File: src/rtl/tada_pkg.sv
// tada_pkg: shared codes, register defaults and controller command struct
// for the teleop / autonomous drive arbiter. No dependencies.
`timescale 1ns / 1ps
package tada_pkg;

    // fixed field widths
    localparam int STICK_W = 14;
    localparam int LIMIT_W = 15;
    localparam int DZ_W    = 13;
    localparam int CMD_W   = 2;
    localparam int CFG_IDX_W = 2;

    // request command codes
    localparam logic [CMD_W-1:0] CMD_AUTO = 2'd0;
    localparam logic [CMD_W-1:0] CMD_JOY  = 2'd1;
    localparam logic [CMD_W-1:0] CMD_TICK = 2'd2;

    // configuration register indexes
    localparam logic [CFG_IDX_W-1:0] CFG_SPEED_LIMIT = 2'd0;
    localparam logic [CFG_IDX_W-1:0] CFG_DEAD_ZONE   = 2'd1;

    // register defaults, Q4.12
    localparam logic [LIMIT_W-1:0] SPEED_LIMIT_RESET = 15'd18432;
    localparam logic [DZ_W-1:0]    DEAD_ZONE_RESET   = 13'd614;

    // controller to datapath commands
    typedef struct packed {
        logic busy;
        logic start;
        logic mul;
        logic step;
        logic finish;
    } ctl_t;

endpackage

File: src/rtl/tada_ctrl.sv
// tada_ctrl: sequencer for the speed-limit scaling (multiply, divide, write back).
// Depends on tada_pkg for the command struct.
`timescale 1ns / 1ps
module tada_ctrl
    import tada_pkg::*;
#(
    parameter int VALUE_WIDTH = 16
)
(
    input  logic clk,
    input  logic rst_n,
    input  logic accept,
    input  logic scale_req,
    output ctl_t ctl
);

    localparam int CNT_W = $clog2(VALUE_WIDTH);

    localparam logic [1:0] S_IDLE = 2'd0;
    localparam logic [1:0] S_MUL  = 2'd1;
    localparam logic [1:0] S_DIV  = 2'd2;
    localparam logic [1:0] S_DONE = 2'd3;

    logic [1:0]       state_reg;
    logic [1:0]       state_next;
    logic [CNT_W-1:0] cnt_reg;
    logic [CNT_W-1:0] cnt_next;

    // next state and divider step count
    always_comb
    begin
        state_next = state_reg;
        cnt_next   = cnt_reg;
        case (state_reg)
            S_IDLE:
            begin
                if (accept && scale_req)
                begin
                    state_next = S_MUL;
                end
            end
            S_MUL:
            begin
                state_next = S_DIV;
                cnt_next   = CNT_W'(VALUE_WIDTH - 1);
            end
            S_DIV:
            begin
                if (cnt_reg == '0)
                begin
                    state_next = S_DONE;
                end
                else
                begin
                    cnt_next = cnt_reg - 1'b1;
                end
            end
            S_DONE:
            begin
                state_next = S_IDLE;
            end
            default:
            begin
                state_next = S_IDLE;
            end
        endcase
    end

    // state registers
    always_ff @(posedge clk or negedge rst_n)
    begin
        if (!rst_n)
        begin
            state_reg <= S_IDLE;
            cnt_reg   <= '0;
        end
        else
        begin
            state_reg <= state_next;
            cnt_reg   <= cnt_next;
        end
    end

    // command decode
    always_comb
    begin
        ctl.busy   = (state_reg != S_IDLE);
        ctl.start  = (state_reg == S_IDLE) && accept && scale_req;
        ctl.mul    = (state_reg == S_MUL);
        ctl.step   = (state_reg == S_DIV);
        ctl.finish = (state_reg == S_DONE);
    end

    // checks
    a_start_to_mul: assert property (@(posedge clk) disable iff (!rst_n)
        ctl.start |=> (state_reg == S_MUL))
        else $error("scaling start did not enter multiply");

    a_div_ends: assert property (@(posedge clk) disable iff (!rst_n)
        (state_reg == S_DIV && cnt_reg == '0) |=> (state_reg == S_DONE))
        else $error("divider did not finish after last step");

    a_no_accept_busy: assert property (@(posedge clk) disable iff (!rst_n)
        accept |-> !ctl.busy)
        else $error("request accepted while scaling in progress");

endmodule

File: src/rtl/tada_dp.sv
// tada_dp: held commands, mode toggle, deadzone, scaling multiplier and
// restoring divider, output register. Depends on tada_pkg and tada_ctrl commands.
`timescale 1ns / 1ps
module tada_dp
    import tada_pkg::*;
#(
    parameter int VALUE_WIDTH = 16
)
(
    input  logic                          clk,
    input  logic                          rst_n,
    input  ctl_t                          ctl,
    input  logic                          accept,
    input  logic [CMD_W-1:0]              cmd,
    input  logic signed [VALUE_WIDTH-1:0] auto_linear,
    input  logic signed [VALUE_WIDTH-1:0] auto_angular,
    input  logic signed [STICK_W-1:0]     stick_forward,
    input  logic signed [STICK_W-1:0]     stick_turn,
    input  logic signed [STICK_W-1:0]     deadman_axis,
    input  logic                          mode_button,
    input  logic [LIMIT_W-1:0]            speed_limit,
    input  logic [DZ_W-1:0]               dead_zone,
    input  logic                          out_stall,
    output logic                          scale_req,
    output logic                          out_valid,
    output logic signed [VALUE_WIDTH-1:0] drive_linear,
    output logic signed [VALUE_WIDTH-1:0] drive_angular,
    output logic                          auto_mode
);

    localparam int VW    = VALUE_WIDTH;
    localparam int CMP_W = ((VW > LIMIT_W) ? VW : LIMIT_W) + 1;
    localparam int EXT_W = ((VW > STICK_W) ? VW : STICK_W) + 1;
    localparam int PW    = 2 * VW + LIMIT_W;
    localparam logic signed [EXT_W-1:0] VHI =
        $signed({{(EXT_W - VW + 1){1'b0}}, {(VW - 1){1'b1}}});
    localparam logic signed [EXT_W-1:0] VLO = ~VHI;

    // held commands and mode
    logic [VW-1:0] held_auto_lin_reg;
    logic [VW-1:0] held_auto_ang_reg;
    logic [VW-1:0] held_joy_lin_reg;
    logic [VW-1:0] held_joy_ang_reg;
    logic          prev_button_reg;
    logic          auto_flag_reg;

    // scaling operands and divider
    logic [VW-1:0]      cap_lin_reg;
    logic [VW-1:0]      cap_mag_reg;
    logic [LIMIT_W-1:0] cap_lim_reg;
    logic               cap_neg_reg;
    logic [VW-1:0]      rem_reg;
    logic [VW-1:0]      quo_reg;

    // output register
    logic          out_valid_reg;
    logic [VW-1:0] out_lin_reg;
    logic [VW-1:0] out_ang_reg;
    logic          out_mode_reg;

    logic [CMP_W-1:0] lin_ext;
    logic [CMP_W-1:0] lim_ext;
    logic [VW-1:0]    ang_mag;
    logic [PW-1:0]    prod;
    logic [VW:0]      trial;
    logic [VW-1:0]    fwd_dz;
    logic [VW-1:0]    trn_dz;
    logic             is_auto;
    logic             is_joy;
    logic             is_tick;

    // deadzone on true magnitude, then saturate into the value width
    function automatic logic [VW-1:0] dz_axis(input logic [STICK_W-1:0] a,
                                              input logic [DZ_W-1:0] dz);
        logic [STICK_W-1:0]      mag;
        logic signed [EXT_W-1:0] ext;
        mag = a[STICK_W-1] ? (~a + 1'b1) : a;
        ext = $signed({{(EXT_W - STICK_W){a[STICK_W-1]}}, a});
        if (mag < {1'b0, dz})
        begin
            dz_axis = '0;
        end
        else if (ext > VHI)
        begin
            dz_axis = VHI[VW-1:0];
        end
        else if (ext < VLO)
        begin
            dz_axis = VLO[VW-1:0];
        end
        else
        begin
            dz_axis = ext[VW-1:0];
        end
    endfunction

    // request decode and limit compare
    always_comb
    begin
        is_auto   = accept && (cmd == CMD_AUTO);
        is_joy    = accept && (cmd == CMD_JOY);
        is_tick   = accept && (cmd == CMD_TICK);
        lin_ext   = {{(CMP_W - VW){auto_linear[VW-1]}}, auto_linear};
        lim_ext   = {{(CMP_W - LIMIT_W){1'b0}}, speed_limit};
        scale_req = (cmd == CMD_AUTO) && ($signed(lin_ext) > $signed(lim_ext));
        ang_mag   = auto_angular[VW-1] ? (~auto_angular + 1'b1) : auto_angular;
        fwd_dz    = dz_axis(stick_forward, dead_zone);
        trn_dz    = dz_axis(stick_turn, dead_zone);
    end

    // multiplier and divider trial subtract
    assign prod  = PW'(cap_mag_reg) * PW'(cap_lim_reg);
    assign trial = {rem_reg, quo_reg[VW-1]} - {1'b0, cap_lin_reg};

    // scaling operand capture
    always_ff @(posedge clk)
    begin
        if (ctl.start)
        begin
            cap_lin_reg <= auto_linear;
            cap_mag_reg <= ang_mag;
            cap_lim_reg <= speed_limit;
            cap_neg_reg <= auto_angular[VW-1];
        end
    end

    // product preload then one quotient bit a cycle
    always_ff @(posedge clk)
    begin
        if (ctl.mul)
        begin
            rem_reg <= prod[2*VW-1:VW];
            quo_reg <= prod[VW-1:0];
        end
        else if (ctl.step)
        begin
            if (!trial[VW])
            begin
                rem_reg <= trial[VW-1:0];
                quo_reg <= {quo_reg[VW-2:0], 1'b1};
            end
            else
            begin
                rem_reg <= {rem_reg[VW-2:0], quo_reg[VW-1]};
                quo_reg <= {quo_reg[VW-2:0], 1'b0};
            end
        end
    end

    // held state updates
    always_ff @(posedge clk or negedge rst_n)
    begin
        if (!rst_n)
        begin
            held_auto_lin_reg <= '0;
            held_auto_ang_reg <= '0;
            held_joy_lin_reg  <= '0;
            held_joy_ang_reg  <= '0;
            prev_button_reg   <= 1'b0;
            auto_flag_reg     <= 1'b0;
        end
        else
        begin
            if (is_auto && !scale_req)
            begin
                held_auto_lin_reg <= auto_linear;
                held_auto_ang_reg <= auto_angular;
            end
            else if (ctl.finish)
            begin
                held_auto_lin_reg <= VW'(cap_lim_reg);
                held_auto_ang_reg <= cap_neg_reg ? (~quo_reg + 1'b1) : quo_reg;
            end
            if (is_joy)
            begin
                if (mode_button && !prev_button_reg)
                begin
                    auto_flag_reg <= ~auto_flag_reg;
                end
                prev_button_reg <= mode_button;
                if (deadman_axis[STICK_W-1])
                begin
                    held_joy_lin_reg <= fwd_dz;
                    held_joy_ang_reg <= trn_dz;
                end
                else
                begin
                    held_joy_lin_reg <= '0;
                    held_joy_ang_reg <= '0;
                end
            end
        end
    end

    // output valid
    always_ff @(posedge clk or negedge rst_n)
    begin
        if (!rst_n)
        begin
            out_valid_reg <= 1'b0;
        end
        else if (is_tick)
        begin
            out_valid_reg <= 1'b1;
        end
        else if (!out_stall)
        begin
            out_valid_reg <= 1'b0;
        end
    end

    // output payload
    always_ff @(posedge clk)
    begin
        if (is_tick)
        begin
            out_lin_reg  <= auto_flag_reg ? held_auto_lin_reg : held_joy_lin_reg;
            out_ang_reg  <= auto_flag_reg ? held_auto_ang_reg : held_joy_ang_reg;
            out_mode_reg <= auto_flag_reg;
        end
    end

    assign out_valid     = out_valid_reg;
    assign drive_linear  = out_lin_reg;
    assign drive_angular = out_ang_reg;
    assign auto_mode     = out_mode_reg;

    // checks
    a_rem_below_divisor: assert property (@(posedge clk) disable iff (!rst_n)
        ctl.step |-> (rem_reg < cap_lin_reg))
        else $error("divider remainder not below divisor");

    a_quo_not_grown: assert property (@(posedge clk) disable iff (!rst_n)
        ctl.finish |-> (quo_reg <= cap_mag_reg))
        else $error("scaled turn rate grew in magnitude");

    a_tick_out_free: assert property (@(posedge clk) disable iff (!rst_n)
        is_tick |-> !out_valid_reg)
        else $error("tick accepted while output register full");

endmodule

File: src/rtl/teleop_auto_drive_arbiter_top.sv
// A tick request raises out_valid in the cycle after acceptance.
// Joystick and in-limit autonomous requests can be accepted back to back; a tick is held
// off while out_valid is high; an autonomous request over the speed limit stalls requests
// while it is scaled (multiply, VALUE_WIDTH divider steps, write-back).
// Reset (rst_n, asynchronous): held commands zero, joystick mode, button history
// cleared, speed_limit and dead_zone back to 4.5 and 0.15.
`timescale 1ns / 1ps
module teleop_auto_drive_arbiter_top
    import tada_pkg::*;
#(
    parameter int VALUE_WIDTH = 16
)
(
    input  logic                          clk,
    input  logic                          rst_n,
    input  logic                          in_valid,
    output logic                          in_stall,
    input  logic [CMD_W-1:0]              cmd,
    input  logic signed [VALUE_WIDTH-1:0] auto_linear,
    input  logic signed [VALUE_WIDTH-1:0] auto_angular,
    input  logic signed [STICK_W-1:0]     stick_forward,
    input  logic signed [STICK_W-1:0]     stick_turn,
    input  logic signed [STICK_W-1:0]     deadman_axis,
    input  logic                          mode_button,
    output logic                          out_valid,
    input  logic                          out_stall,
    output logic signed [VALUE_WIDTH-1:0] drive_linear,
    output logic signed [VALUE_WIDTH-1:0] drive_angular,
    output logic                          auto_mode,
    input  logic                          cfg_valid,
    output logic                          cfg_ready,
    input  logic [CFG_IDX_W-1:0]          cfg_index,
    input  logic [LIMIT_W-1:0]            cfg_data
);

    ctl_t               ctl;
    logic               accept;
    logic               scale_req;
    logic [LIMIT_W-1:0] speed_limit_reg;
    logic [DZ_W-1:0]    dead_zone_reg;

    // request handshake: hold off while scaling or while a tick has no output slot
    assign in_stall  = ctl.busy || (out_valid && (cmd == CMD_TICK));
    assign accept    = in_valid && !in_stall;
    assign cfg_ready = 1'b1;

    // configuration registers
    always_ff @(posedge clk or negedge rst_n)
    begin
        if (!rst_n)
        begin
            speed_limit_reg <= SPEED_LIMIT_RESET;
            dead_zone_reg   <= DEAD_ZONE_RESET;
        end
        else if (cfg_valid && cfg_ready)
        begin
            case (cfg_index)
                CFG_SPEED_LIMIT: speed_limit_reg <= cfg_data;
                CFG_DEAD_ZONE:   dead_zone_reg   <= cfg_data[DZ_W-1:0];
                default:         ;
            endcase
        end
    end

    // controller
    tada_ctrl #(
        .VALUE_WIDTH (VALUE_WIDTH)
    ) u_ctrl (
        .clk       (clk),
        .rst_n     (rst_n),
        .accept    (accept),
        .scale_req (scale_req),
        .ctl       (ctl)
    );

    // datapath
    tada_dp #(
        .VALUE_WIDTH (VALUE_WIDTH)
    ) u_dp (
        .clk           (clk),
        .rst_n         (rst_n),
        .ctl           (ctl),
        .accept        (accept),
        .cmd           (cmd),
        .auto_linear   (auto_linear),
        .auto_angular  (auto_angular),
        .stick_forward (stick_forward),
        .stick_turn    (stick_turn),
        .deadman_axis  (deadman_axis),
        .mode_button   (mode_button),
        .speed_limit   (speed_limit_reg),
        .dead_zone     (dead_zone_reg),
        .out_stall     (out_stall),
        .scale_req     (scale_req),
        .out_valid     (out_valid),
        .drive_linear  (drive_linear),
        .drive_angular (drive_angular),
        .auto_mode     (auto_mode)
    );

endmodule
File: config.mk
export PLATFORM = sky130hd
export DESIGN_NAME = teleop_auto_drive_arbiter_top
export DESIGN_NICKNAME = d
export VERILOG_FILES = /design/src/rtl/tada_pkg.sv /design/src/rtl/tada_ctrl.sv /design/src/rtl/tada_dp.sv /design/src/rtl/teleop_auto_drive_arbiter_top.sv
export SDC_FILE = /design/constraint.sdc
export NUM_CORES = 1
export LEC_CHECK = 0
export BUFFER_PORTS_ARGS = -buffer_cell sky130_fd_sc_hd__buf_2
export CORE_MARGIN = 3
export CORE_UTILIZATION = 57
export DETAILED_ROUTE_END_ITERATION = 6
export GPL_TIMING_DRIVEN = 0
export PLACE_DENSITY_LB_ADDON = 0.2
export SETUP_SLACK_MARGIN = 0.1
export SKIP_LAST_GASP = 1
export SLEW_MARGIN = 10
export SYNTH_ARGS = -nofsm -noshare
export SYNTH_HDL_FRONTEND = slang
export SYNTH_SLANG_ARGS = --single-unit
File: constraint.sdc
create_clock -name clk -period 6.5 [get_ports clk]
set_input_delay 1.3 -clock clk [delete_from_list [all_inputs] [get_ports clk]]
set_output_delay 1.3 -clock clk [all_outputs]
set_load 0.01 [all_outputs]
==> results of run 1 <==
[cells in the final DEF, fill, tap and decap left out, types with 11 or more instances in the layout]
cell       synthesis  routed
ha_1             160     149
nor2_1            63      62
a31oi_1           12      11
nand2b_1          21      20
inv_2              1      13
buf_2              1     123
buf_6              3      16
nor2b_1           13      13
a21oi_1           50      47
o31ai_1           15      14
a21o_1            30      30
nand2_1          186     186
xnor2_1           63      63
a22o_1            31      31
inv_1            272     260
mux2_2            92      92
clkbuf_1          56      27
fa_1             181     178
xor2_1            24      24
o21ai_0           53      50
edfxtp_1         112     112
clkbuf_16          0      23
and2_1           135     126
mux2i_1           19      19
buf_4              2      68
nand3_1           18      15
nor3_1            20      19
dfrtp_1           92      92
[path summary, 6_finish.rpt]
check	start	to	slack, ns	depth (start not counted)
setup reg to reg	u_dp.cap_lim_reg[0]	u_dp.rem_reg[2]	0.23	22
hold reg to reg	speed_limit_reg[10]	u_dp.cap_lim_reg[10]	0.45	0
max in group asynchronous	rst_n	dead_zone_reg[9]	5.12	2
min in group asynchronous	rst_n	u_dp.held_joy_ang_reg[4]	0.65	1
setup / recovery	u_dp.cap_lim_reg[0]	u_dp.rem_reg[2]	0.23	22
hold / removal	speed_limit_reg[10]	u_dp.cap_lim_reg[10]	0.45	0
[what timing repair did]
item / 4_1_cts / 5_1_grt
hold endpoints to repair: 0 / 0
pin swaps: 12 / 55
gates resized for setup: 79 / 100
buffers inserted: 37 / 32
endpoints found under the setup margin: 18 / 16
[where the power goes]
| group | internal [mW] | leakage, nW | switching [mW] |
|---|---|---|---|
| Sequential | 1.94 | 2.26 | 0.301 |
| Clock | 0.697 | 0.344 | 0.536 |
| Combinational | 1.53 | 7.82 | 1.73 |
[area by class of cell]
cell class,instances,share of cell area (%)
Clock inverter,10,0.2471
Clock buffer,31,2.898
Sequential cell,212,26.35
Timing Repair Buffer,193,5.651
Tap cell,442,2.483
Inverter,275,4.634
Multi-Input combinational cell,1322,55.63
Buffer,66,2.106
[metal layers]
metal	up-vias	GRT usage, %	routed length [µm]
met4	8	10.75	2297
met5	-	0	46
met1	7308	38.73	21210
met2	524	48.03	24890
met3	128	5.841	3869
li1	6698	-	-
[metrics by stage]
stage | cell area (µm²) | util (%) | TNS [ns] | hold slack [ns]
finish | 22280 | 67.60 | 0 | 0.4503
global route | 22280 | 67.60 | 0 | 0.4678
CTS | 21780 | 66.10 | 0 | 0.4505
detailed placement | 20530 | 62.30 | -9.978 | 0.4355
global placement | 20430 | 62.01 | -7.104 | 0.4282
floorplan | 19280 | - | 0 | 0.4231
[cells by family after synthesis]
logic type,count (synthesis)
XOR/XNOR,87
buffers and inverters,341
AND/OR/NAND/NOR,514
adder cells (fa/ha/maj),341
AO/OA/AOI/OAI,264
other,1
flip-flops,212
multiplexers,115
[critical path, cell delays in order, from the launching register on]
cell      delay [ns]
edfxtp_1        0.46
buf_6           0.18
and2_4          0.14
fa_1            0.55
inv_2           0.04
fa_1            0.55
inv_2           0.04
fa_1            0.49
inv_2           0.04
fa_1            0.53
inv_2           0.05
fa_1            0.52
inv_2           0.06
fa_1            0.55
inv_2           0.05
ha_4            0.27
nand4_1         0.17
a311oi_4        0.42
nor3_2          0.11
o41ai_2         0.39
a21oi_1         0.12
xor2_1          0.18
mux2i_1         0.09
==> results_dict.tcl, run 1 <==
set metrics [dict create \
    status "finished clean" \
    finalSetupViolCount 0 \
    synth_area_leaders "fa_1 (19%), edfxtp_1 (17%), dfrtp_1 (12%)" \
    synth_top_area_share_pct 18.80 \
    p_leak_nw 10.42 \
    setup_ws_ns 0.2288 \
    cts_inserted_buffers 23 \
    ys.flop_type "edfxtp_1" \
    start_util_pct 58.51 \
    clock-root-buffer "clkbuf_16" \
    cts_buffer_depth 3 \
    first_pass_iters 5 \
    syn_to_final_growth_pct 15.55 \
    syn_nets 2315 \
    grt_pass1_wl_mm 82.12 \
    grt_max_degree 72 \
    yosys.area.top_type "fa_1" \
    multi_input_area_mm2 0.01239 \
    first_global_vias 15100 \
    fmax_mhz 159.5 \
    critPathKind "reg -> reg" \
    yosysMostFrequentCell "inv_1" \
    muxShareOfSynthArea_pct 6.614 \
    place_congestion 0.9231 \
    dieArea_mm2 0.03606 \
    synth_common_cells "inv_1 (272), nand2_1 (186), fa_1 (181)" \
    synthAdderAreaFrac_pct 29.18 \
    grt_setup_unrepaired "true" \
    viasPerCell 5.749 \
    place_ws_ns -0.8774 \
    synth_xor_area_share_pct 3.953 \
    cts.htree.levels 1 \
    cts_tree "done" \
    synth_top_family_by_area "adder cells" \
    clk-insertion-delay-late_ns 0.51 \
    period_needed_ns 6.271 \
    wirelength_mm 52.32 \
    crit_path_end_kind "flip-flop" \
    powerDensity_mw_per_mm2 302.5 \
    yosysSeqAreaShare_pct 30.45 \
    fin_skew_ns 0.01287 \
    synth_warnings 0 \
    grt_util_all_layers_pct 29.24 \
    final_cells 2551 \
    antenna_left 0 \
    fp.dieH_um 189.9 \
    synth-simple-area-share_pct 13.51 \
    diodes 0 \
    drt-initial-drc-count 931 \
    rows 66 \
    overflow 0 \
    synth_compound_area_share_pct 9.320 \
    regArea_mm2 0.005869 \
    hold_class "reg -> reg" \
    dr_total_vias 14670 \
    synth-seq-cells 212 \
    crit_required_ns 6.73 \
    slew_headroom_pct 51.81 \
    hold_viol 0 \
    wl_per_cell_um 20.51 \
    tightest_slew_ns 0.7229 \
    io_buffers 120 \
    crit_arrival_ns 6.50 \
    placed_cells 2441 \
    drc_errors 0 \
    ys_types 79 \
    syn_area_per_cell_um2 10.28 \
    synth-edff-count 112 \
    postSynthCellCount 1875 \
    drive_gt1_share_pct 20.72 \
    pin_count 135 \
    total_power_mw 6.738 \
    critPathLaunchType "flip-flop" \
    cts.clk_slew.worst_paths_ns 0.06 \
    ir_drop_v 0.0002960 \
    fillers 2481 \
    maxCapViolCount 0 \
    holdBufCountCts 0 \
    synth_area_mm2 0.01928 \
    fin_crit_sh_pct 96.48 \
    core_mm2 0.03295 \
    synthArstFlopShare_pct 46.70 \
    slew_violations 0 \
    antenna_found_initial 5 \
    num-nets-final 2533 \
    cts_sinks 212 \
    dp_hpwl_mm 39.98 \
    dieWidth_um 189.9 \
    crit_path_max_fanout 8 \
]
(Power assumes the default switching activity.)
==> inputs of run 2 (changes only) <==
CORE_UTILIZATION = 42   (was 57)
SLEW_MARGIN = not set   (was 10)
clock period = 5.5 ns   (was 6.5 ns; I/O delays follow)
==> results_dict.tcl, run 2 (synthesized netlist as in run 1, its figures left out) <==
set metrics [dict create \
    wirelength_mm 55.44 \
    hold_class "reg -> reg" \
    start_util_pct 43.03 \
    setup_ws_ns -0.7102 \
    clk-insertion-delay-late_ns 0.53 \
    grt_util_all_layers_pct 23.09 \
    place_congestion 0.9000 \
    viasPerCell 5.328 \
    grt_setup_unrepaired "true" \
    cts.clk_slew.worst_paths_ns 0.06 \
    crit_arrival_ns 6.45 \
    p_leak_nw 10.61 \
    grt_pass1_wl_mm 86.23 \
    drc_errors 0 \
    crit_path_end_kind "flip-flop" \
    slew_violations 0 \
    tightest_slew_ns 0.9154 \
    layout_common_cells "inv_1 (259), nand2_1 (183), fa_1 (176)" \
    stdcell_area_mm2 0.02298 \
    violations "setup timing" \
    cpLargestDelayFamily "adder cells" \
    crit_path_max_fanout 7 \
    timing.hold.ws_ns 0.4453 \
    syn_to_final_growth_pct 19.20 \
    cts_tree "done" \
    drt-initial-drc-count 705 \
    crit_path_max_incr_delay_ns 0.52 \
    final_common_cell "inv_1" \
    cts_sinks 212 \
    powerDensity_mw_per_mm2 358.6 \
    crit_top_cell "fa_1" \
    critPathKind "reg -> reg" \
    fp.dieH_um 220.2 \
    antenna_found_initial 8 \
    maxCapViolCount 0 \
    hold_viol 0 \
    cts.htree.levels 1 \
    dieArea_mm2 0.04851 \
    rows 77 \
    period_needed_ns 6.210 \
    drive_gt1_share_pct 22.95 \
    fin_crit_sh_pct 112.9 \
    clock-root-buffer "clkbuf_16" \
    slowest_stage "fa_1" \
    cts_inserted_buffers 23 \
    dpl_cell_area_mm2 0.02110 \
    grt_max_degree 67 \
    status "finished, violations left" \
    antenna_left 0 \
    fmax_mhz 161.0 \
    dieWidth_um 220.2 \
    critPathLaunchType "flip-flop" \
    num-nets-final 2541 \
    worstPathCellList "buf_6, buf_4, buf_6, and2_4, fa_1, inv_1, fa_1, inv_1, fa_1, fa_1, fa_1, inv_1, fa_1, inv_2, ha_4, a21oi_2, o211ai_1, a311oi_2, nand2b_4, buf_4, nand3_2, a31oi_2, xnor2_1, a22oi_1" \
    core_mm2 0.04480 \
    pin_count 135 \
    wl_per_cell_um 20.45 \
    ir_drop_v 0.0002747 \
    dr_total_vias 14440 \
    crit_required_ns 5.74 \
    fin_skew_ns 0.02171 \
    place_ws_ns -1.031 \
    dp_hpwl_mm 43.18 \
    finalSetupViolCount 20 \
    first_pass_iters 5 \
    io_buffers 120 \
    regToRegSetupSlack_ns -0.71 \
    slew_headroom_pct 38.97 \
    first_global_vias 15220 \
    overflow 0 \
    postLayoutCoreUtil_pct 51.29 \
    holdBufCountCts 0 \
    cts_buffer_depth 3 \
    cp.buffers_inverters 8 \
]
==> run 2: path summary, 6_finish.rpt <==
check / from / end / cells past startpoint
min in group asynchronous: rst_n / u_dp.held_joy_ang_reg[7] / 1
worst max register to register: u_dp.cap_lim_reg[5] / u_dp.rem_reg[14] / 24
worst min-delay path: speed_limit_reg[7] / u_dp.cap_lim_reg[7] / 0
max in group asynchronous: rst_n / speed_limit_reg[14] / 2
worst min register to register: speed_limit_reg[7] / u_dp.cap_lim_reg[7] / 0
worst max-delay path: u_dp.cap_lim_reg[5] / u_dp.rem_reg[14] / 24
==> run 2: worst reg2reg max path, stage by stage, from the launching register on <==
cell	delay (ns)
edfxtp_1	0.39
buf_6	0.16
buf_4	0.14
buf_6	0.12
and2_4	0.13
fa_1	0.52
inv_1	0.05
fa_1	0.47
inv_1	0.05
fa_1	0.46
fa_1	0.49
fa_1	0.50
inv_1	0.08
fa_1	0.51
inv_2	0.05
ha_4	0.24
a21oi_2	0.20
o211ai_1	0.16
a311oi_2	0.36
nand2b_4	0.20
buf_4	0.12
nand3_2	0.07
a31oi_2	0.20
xnor2_1	0.16
a22oi_1	0.10
==> run 2: stage by stage <==
stage	setup TNS (ns)	cells	total power, mW
after floorplan	-1.360	1875	5.398
after global placement	-50.95	2587	6.313
after detailed placement	-15.73	2589	6.414
after CTS	-9.636	2691	8.119
after global routing	-14.95	2711	8.793
final	-10.27	2711	8.241
==> run 2: per-layer routing <==
metal / track usage [%] / vias to the layer above / share of wire (%) / routed length [µm]
li1: - / 6712 / - / -
met1: 30.61 / 7266 / 43 / 23810
met2: 39.77 / 365 / 49 / 27080
met3: 3.419 / 88 / 5.5 / 3029
met4: 6.031 / 12 / 2.6 / 1455
met5: 0 / - / 0.12 / 69
==> run 2: report_power, final <==
group	internal [mW]	switching [mW]	total, mW
logic	1.86	2.12	3.98
clock network	0.938	0.678	1.62
registers	2.30	0.347	2.65
total	5.09	3.15	8.24
==> run 2: what timing repair did <==
action	CTS	global route
gates resized for setup	51	57
pin swaps	22	31
endpoints found under the setup margin	22	22
buffers inserted	60	17
cloned	0	2
==> run 2: cell type report <==
cell class / instances / area, µm²
sequential: 212 / 5869
clock inverter: 14 / 140.1
inverter: 275 / 1032
tap: 592 / 740.7
multi-input combinational: 1322 / 12590
timing repair buffer: 201 / 1354
clock buffer: 28 / 645.6
fill: 4034 / 21820
buffer: 66 / 605.6
antenna: 1 / 2.502
